===== src/rtl/sczs_pkg.sv =====
package sczs_pkg;

	// Coordinate word and the widths that grow from it
	localparam int COORD_W = 32;
	localparam int RADIUS_W = COORD_W - 1;
	localparam int DIFF_W = COORD_W + 2;      // a - b + c of three coordinates
	localparam int ZD_W = COORD_W + 1;        // difference of two coordinates
	localparam int MAG_W = COORD_W + 1;       // magnitude of an x or y offset
	localparam int SQ_W = 2 * MAG_W;          // square of a magnitude
	localparam int DD_W = SQ_W + 1;           // sum of two squares
	localparam int RAD_W = 2 * COORD_W;       // radicand, also R^2
	localparam int ROOT_W = COORD_W;          // integer square root
	localparam int REM_W = ROOT_W + 2;        // partial remainder of the root
	localparam int Z_W = COORD_W + 3;         // unclamped z result
	localparam int SQ_LO_W = MAG_W / 2;       // low part of a split square
	localparam int SQ_HI_W = MAG_W - SQ_LO_W; // high part of a split square

	localparam logic [COORD_W-1:0] Z_MAX = {1'b0, {(COORD_W-1){1'b1}}};
	localparam logic [COORD_W-1:0] Z_MIN = {1'b1, {(COORD_W-1){1'b0}}};

	typedef struct packed {
		logic signed [COORD_W-1:0] target_x;
		logic signed [COORD_W-1:0] target_y;
		logic signed [COORD_W-1:0] target_z;
		logic [RADIUS_W-1:0] target_radius;
		logic signed [COORD_W-1:0] bullet_x;
		logic signed [COORD_W-1:0] bullet_y;
		logic signed [COORD_W-1:0] bullet_z;
		logic [RADIUS_W-1:0] bullet_radius;
		logic signed [COORD_W-1:0] shift_x;
		logic signed [COORD_W-1:0] shift_y;
	} sczs_in_t;

	typedef struct packed {
		logic hit;
		logic signed [COORD_W-1:0] z_shift;
		logic saturated;
	} sczs_out_t;

	// Data that rides alongside the square root pipeline
	typedef struct packed {
		logic hit;
		logic signed [ZD_W-1:0] zd;
	} sczs_side_t;

endpackage


===== src/rtl/sczs_sqr.sv =====
module sczs_sqr (
	input  logic clk,
	input  logic adv,
	input  logic [sczs_pkg::MAG_W-1:0] mag,
	output logic [sczs_pkg::SQ_W-1:0] sq
);
	import sczs_pkg::*;

	logic [SQ_HI_W-1:0] hi;
	logic [SQ_LO_W-1:0] lo;
	logic [2*SQ_HI_W-1:0] hh_s1;
	logic [SQ_HI_W+SQ_LO_W-1:0] hl_s1;
	logic [2*SQ_LO_W-1:0] ll_s1;
	logic [SQ_W-1:0] sq_s2;

	assign hi = mag[MAG_W-1:SQ_LO_W];
	assign lo = mag[SQ_LO_W-1:0];

	// Split the square into three narrow products, then sum them
	always_ff @(posedge clk) begin
		if (adv) begin
			hh_s1 <= (2 * SQ_HI_W)'(hi * hi);
			hl_s1 <= (SQ_HI_W + SQ_LO_W)'(hi * lo);
			ll_s1 <= (2 * SQ_LO_W)'(lo * lo);
			sq_s2 <= (SQ_W'(hh_s1) << (2 * SQ_LO_W)) + (SQ_W'(hl_s1) << (SQ_LO_W + 1))
				+ SQ_W'(ll_s1);
		end
	end

	assign sq = sq_s2;

endmodule


===== config.mk =====
export PLATFORM = sky130hd
export DESIGN_NAME = sczs_sqr
export DESIGN_NICKNAME = d
export VERILOG_FILES = /design/src/rtl/sczs_pkg.sv /design/src/rtl/sczs_sqr.sv
export SDC_FILE = /design/constraint.sdc
export NUM_CORES = 2
export LEC_CHECK = 0
export BUFFER_PORTS_ARGS = -buffer_cell sky130_fd_sc_hd__buf_2
export CAP_MARGIN = 20
export CELL_PAD_IN_SITES_DETAIL_PLACEMENT = 1
export CELL_PAD_IN_SITES_GLOBAL_PLACEMENT = 1
export CORE_ASPECT_RATIO = 0.8
export CORE_MARGIN = 2
export CORE_UTILIZATION = 45
export DETAILED_ROUTE_END_ITERATION = 6
export GPL_TIMING_DRIVEN = 0
export HOLD_SLACK_MARGIN = 0.1
export PLACE_DENSITY = 0.76
export SLEW_MARGIN = 20
export SYNTH_ARGS = -nofsm -noshare
export SYNTH_HDL_FRONTEND = slang
export SYNTH_SLANG_ARGS = --single-unit

===== constraint.sdc =====
create_clock -name clk -period 7.28 [get_ports clk]
set_clock_uncertainty 0.05 [all_clocks]
set_input_delay 0.728 -clock clk [delete_from_list [all_inputs] [get_ports clk]]
set_output_delay 0.728 -clock clk [all_outputs]
set_load 0.01 [all_outputs]

# == After elaboration in Yosys (flattened, before gate mapping) ==
# Cells that the tools add are included.
# op_classes
mul,3
addsub,2
# ops
operator,n
$add A66 B32 Y66,1
$add A66 B50 Y66,1
$mul A17 B17 Y34,1
$mul A17 B16 Y33,1
$mul A16 B16 Y32,1
# totals
output_inout_bits,66
in_bits,35
register_bits,165
word_cells,9

# == Longest topological paths before layout ==
# logic_depth
depth_word,2
ltp_mapped,25
mapped_depth_nobuf,23

# == Least setup slack after synthesis ==
# No wires, ideal clock.
# synth_path
path_type,input port to flip-flop
start,in mag[23] (netlist bit)
end,"reg hh_s1[31], data pin"
cell_stages,24
path_slack_ps,613
arrival_ps,6355
t_required_ps,6968
n_path_buf,3
setup_ps,262
cell_sequence,clkbuf_1 > clkbuf_1 > nand2_1 > fa_1 > inv_1 > fa_1 > inv_1 > fa_1 > inv_1 > fa_1 > fa_1 > inv_1 > fa_1 > inv_1 > ha_1 > clkbuf_1 > a21o_1 > a211oi_1 > nand2b_1 > a41oi_1 > o41ai_2 > a311oi_1 > o21ai_1 > xor2_1
# synth_via
elab_chain_cells,1
# synth_rtl
item,line_no,source
"start, declared",sczs_sqr.sv:4,"input logic [sczs_pkg::MAG_W-1:0] mag,"
$mul A17 B17 Y34,sczs_sqr.sv:22,hh_s1 <= (2 * SQ_HI_W)'(hi * hi);
"end signal, assigned",sczs_sqr.sv:22,
"end, declared",sczs_sqr.sv:11,logic [2*SQ_HI_W-1:0] hh_s1;
# Every way passes these cells.
# A chain may end at the register's enable or synchronous reset.

# == Final worst setup path ==
# layout_path
start,in mag[28] (netlist bit)
end,"reg hh_s1[31], data pin"
# The elaborated chain is that of the path after synthesis.

==> impl_results.md <==
* Initial DRT Pass Iterations at 5
* Overall track demand over capacity in global routing at approximately 28%
* Hold WC Path Type: reg2reg
* Total area of multi-input combinational cells at approximately 23000 sq um
* Critical-path cell list: buf_2 > clkbuf_2 > clkbuf_2 > nand2_1 > fa_1 > fa_1 > fa_1 > inv_1 > fa_1 > fa_1 > inv_1 > fa_1 > inv_1 > ha_1 > clkbuf_1 > a21o_1 > a211oi_2 > nand2b_1 > a41oi_4 > o41ai_2 > a311oi_2 > o21ai_1 > xor2_1
* Complex-gate fraction of the synthesized area at about 7.7%
* Worst-Skew Late Latency at around 500 ps
* Number of vias after detailed routing at ~23000
* Tcrit/Tclk final at a little over nine tenths
* Number of violations reported at the end of detailed-routing iteration 0 at 1600
* Capturing element type of the critical path: flop
* Yosys warns at 0
* Hold path endpoint: sq[4]
* Slew at the pin closest to its max-slew limit at about 950 ps
* Net count after synthesis at 4235
* Clock sink count at roughly 160
* Port Buffer Count at 95
* Crit Path Max Fanout at 10
* Number of global-route vias before repair at approximately 26000
* Synth Flop Type: sky130_fd_sc_hd__edfxtp_1
* Placement-stage worst setup slack at -1526 ps
* Mux cell area share after synthesis at less than 1%
* Height of the chip at around 240 microns
* Maximum number of pins on one net before global-route repair at 85
* Largest delay contributor family on the critical path: adder cells
* Worst hold stages at 0
* DIE AREA at slightly above 70000 sq um
* Storage element area at 4865 sq um
* Number of levels the H-tree was split into at 4
* Seq/Total Area, Yosys at ~15%
* Number of nets in the finished design at between 4000 and 5000
* Global-route congestion overflow total at 0
* Slowest cell on crit path: sky130_fd_sc_hd__fa_1
* Flip-flop and latch count after synthesis at ~160
* Final HPWL from detailed placement at approximately 79 mm
* Post-route setup slack at around 150 ps
* Relative area change from synthesis to final layout at 7.906%
* Worst reg-to-reg path cell count at 11
* Count of flip-flops with a built-in enable after synthesis at 162
* Initial antenna violation count at 9
* Total wire length after detailed routing at ~96 mm
* Post-DR wirelength/cell at 22.08 microns
* Row cnt at 86
* Worst-case register-to-register setup slack at 3590 ps
* Core area at about 70000 sq um
* Proportion of layout cells with a drive suffix above 1 at ~7%
* Register clock-pin slew on the reported worst setup and hold paths at roughly 80 ps
* Setup Crit Path Kind: in2reg
* Number of hold violations in the final report at 0
* Library cell occupying the most area in the post-synthesis netlist: sky130_fd_sc_hd__fa_1
* Data required time of the critical path at between 7000 and 8000 ps
* Drt drc at 0
* Post-synth design cell area at approximately 32000 sq um
* Number of fill cells in the layout at between 7000 and 8000
* Largest family of logic cells by synthesized area: adder cells
* Synth Area per Inst at 9.583 sq um
* Fin crit period at 7126 ps
* TritonCTS clock tree: built
* Share of async-settable or async-resettable flops after synthesis at 0%
* Worst reg2reg endpoint: sq[57]
* Clock tree root driver cell: sky130_fd_sc_hd__clkbuf_16
* Slew Limit Fails at 0
* Final antenna-violating net count at 0
* Final setup violating endpoints at 0
* Share of the synthesized netlist area taken by xor and xnor gates at under 10%
* Synthesized netlist cell count at approximately 3300
* Setup repair after global routing missed its margin: no
* Buffers and inverters on the worst path at 7
* Data arrival time at the worst-slack endpoint at around 7300 ps
* Result of the run: finished clean
* Sort of element at the start of the critical path: input port
* Bufs on Longest Clock Path at 2
* Hold Path Origin: ll_s1[4]
* First-pass GRT wire length at 148.9 mm
* Number of vias per cell after detailed routing at about 5.4
* Largest incremental delay on the critical path at ~520 ps
* Initial core utilization at a little under half
* Top cells by area, synth: sky130_fd_sc_hd__fa_1, sky130_fd_sc_hd__edfxtp_1, sky130_fd_sc_hd__ha_1, sky130_fd_sc_hd__inv_1, sky130_fd_sc_hd__and2_1
* Highest attainable clock frequency at ~140 MHz
* X dimension of the die at around 300 microns
* Most frequent cell on the critical path: sky130_fd_sc_hd__fa_1
* Area fraction of the dominant cell type after synthesis at 35.75%
* Slew Limit Headroom at 36.09%
* Simple-Gate Fraction of Synth Area at between 10% and 20%
* Routability congestion estimate at between 0.9 and 1
* CTS Hold Buffers Added at 0
* Number of distinct library cells after synthesis at 68
* Max_cap viols at 0
* Clock buffers created by TritonCTS at 17
* Boundary Pins at about 100
* Worst r2r src: ll_s1[17]
* Post-synthesis share of cell area spent on full adders, half adders and majority gates at 49.52%
## cell families after synthesis
logic type	Yosys count
adders and majority gates	910
and+or+nand+nor	817
xor gates and xnor gates	144
buffers and inverters	885
other	1
AOI/OAI and AO/OA	367
DFF	162
muxes	4
## repair_timing
item / 4_1_cts / 5_1_grt
endpoints found under the setup margin: 41 / 31
pin swaps: 1 / 1
gates resized for setup: 61 / 109
buffers inserted: 1 / 2
## area by class of cell
cell class	instances	area share, %
Buffer	118	1.776
Clock inverter	14	0.4781
Clock buffer	18	1.262
Timing Repair Buffer	100	1.633
Multi-Input combinational cell	2243	68.76
Antenna cell	1	0.007356
Inverter	756	8.386
Sequential cell	162	14.30
Tap cell	924	3.398
## synth_stat cells (6+ instances only)
cell,number
sky130_fd_sc_hd__nand2b_1,20
sky130_fd_sc_hd__and3_1,21
sky130_fd_sc_hd__o31ai_1,6
sky130_fd_sc_hd__xor2_1,47
sky130_fd_sc_hd__nor2_1,84
sky130_fd_sc_hd__a21oi_1,112
sky130_fd_sc_hd__or3_1,8
sky130_fd_sc_hd__o2111ai_1,7
sky130_fd_sc_hd__o21ai_1,7
sky130_fd_sc_hd__fa_1,563
sky130_fd_sc_hd__a31oi_1,12
sky130_fd_sc_hd__xnor2_1,97
sky130_fd_sc_hd__ha_1,347
sky130_fd_sc_hd__o21bai_1,20
sky130_fd_sc_hd__edfxtp_1,162
sky130_fd_sc_hd__inv_1,753
sky130_fd_sc_hd__o21ai_0,48
sky130_fd_sc_hd__and2_1,223
sky130_fd_sc_hd__o211ai_1,10
sky130_fd_sc_hd__a21o_1,71
sky130_fd_sc_hd__clkbuf_1,124
sky130_fd_sc_hd__nor3_1,21
sky130_fd_sc_hd__nand3_1,30
sky130_fd_sc_hd__o21a_1,13
sky130_fd_sc_hd__nor2b_1,18
sky130_fd_sc_hd__or2_2,9
sky130_fd_sc_hd__nand4_1,17
sky130_fd_sc_hd__nand2_1,351
sky130_fd_sc_hd__a211oi_1,19
## worst max-delay path by stage
stage             from         to  slack (ps)  depth (start not counted)
5_1_grt         mag[6]  ll_s1[28]        0.03                         22
4_1_cts        mag[32]  hl_s1[30]           1                         21
6_report       mag[28]  hh_s1[31]         150                         23
3_3_place_gp   mag[23]  hh_s1[31]       -1400                         25
2_1_floorplan  mag[23]  hh_s1[31]         610                         24
3_5_place_dp   mag[23]  hh_s1[31]       -1530                         25
## routing by layer
metal | track usage (%) | share of wire (%)
met5 | 0 | 0.047
met1 | 38.05 | 44
met2 | 42.26 | 44
met4 | 7.667 | 2.2
met3 | 8.345 | 9.6
## through the flow
| stage | setup TNS, ps | util (%) | cells | hold WS [ps] | area, sq um |
|---|---|---|---|---|---|
| 4_1_cts | 0 | 49.04 | 4336 | 344.6 | 33880 |
| 3_3_place_gp | -38860 | 48.00 | 4309 | 350.3 | 33160 |
| 2_1_floorplan | 0 | - | 3290 | 350.3 | 31530 |
| 5_1_grt | 0 | 49.24 | 4335 | 385.4 | 34020 |
| 6_report | 0 | 49.24 | 4336 | 372.6 | 34020 |
| 3_5_place_dp | -44960 | 48.05 | 4310 | 356.6 | 33200 |
## sequential cells by signal (all words and copies together), names as in the netlist
name / cells
hl_s1: 33
ll_s1: 31
hh_s1: 33
sq: 65
## layout by cell type (no fill, tap or decap), drive strengths merged, types with 22 or more instances in the layout
cell | Yosys | final
inv | 753 | 761
fa | 563 | 563
nand2 | 351 | 351
ha | 347 | 347
and2 | 223 | 223
edfxtp | 162 | 162
clkbuf | 124 | 120
a21oi | 117 | 117
buf | 5 | 116
xnor2 | 97 | 97
nor2 | 84 | 84
a21o | 71 | 71
o21ai | 55 | 55
xor2 | 47 | 47
nand3 | 30 | 30
nor3 | 22 | 22
Power is not shown: default switching activity piles up to over one toggle a cycle in this logic, so the estimate is an artifact.
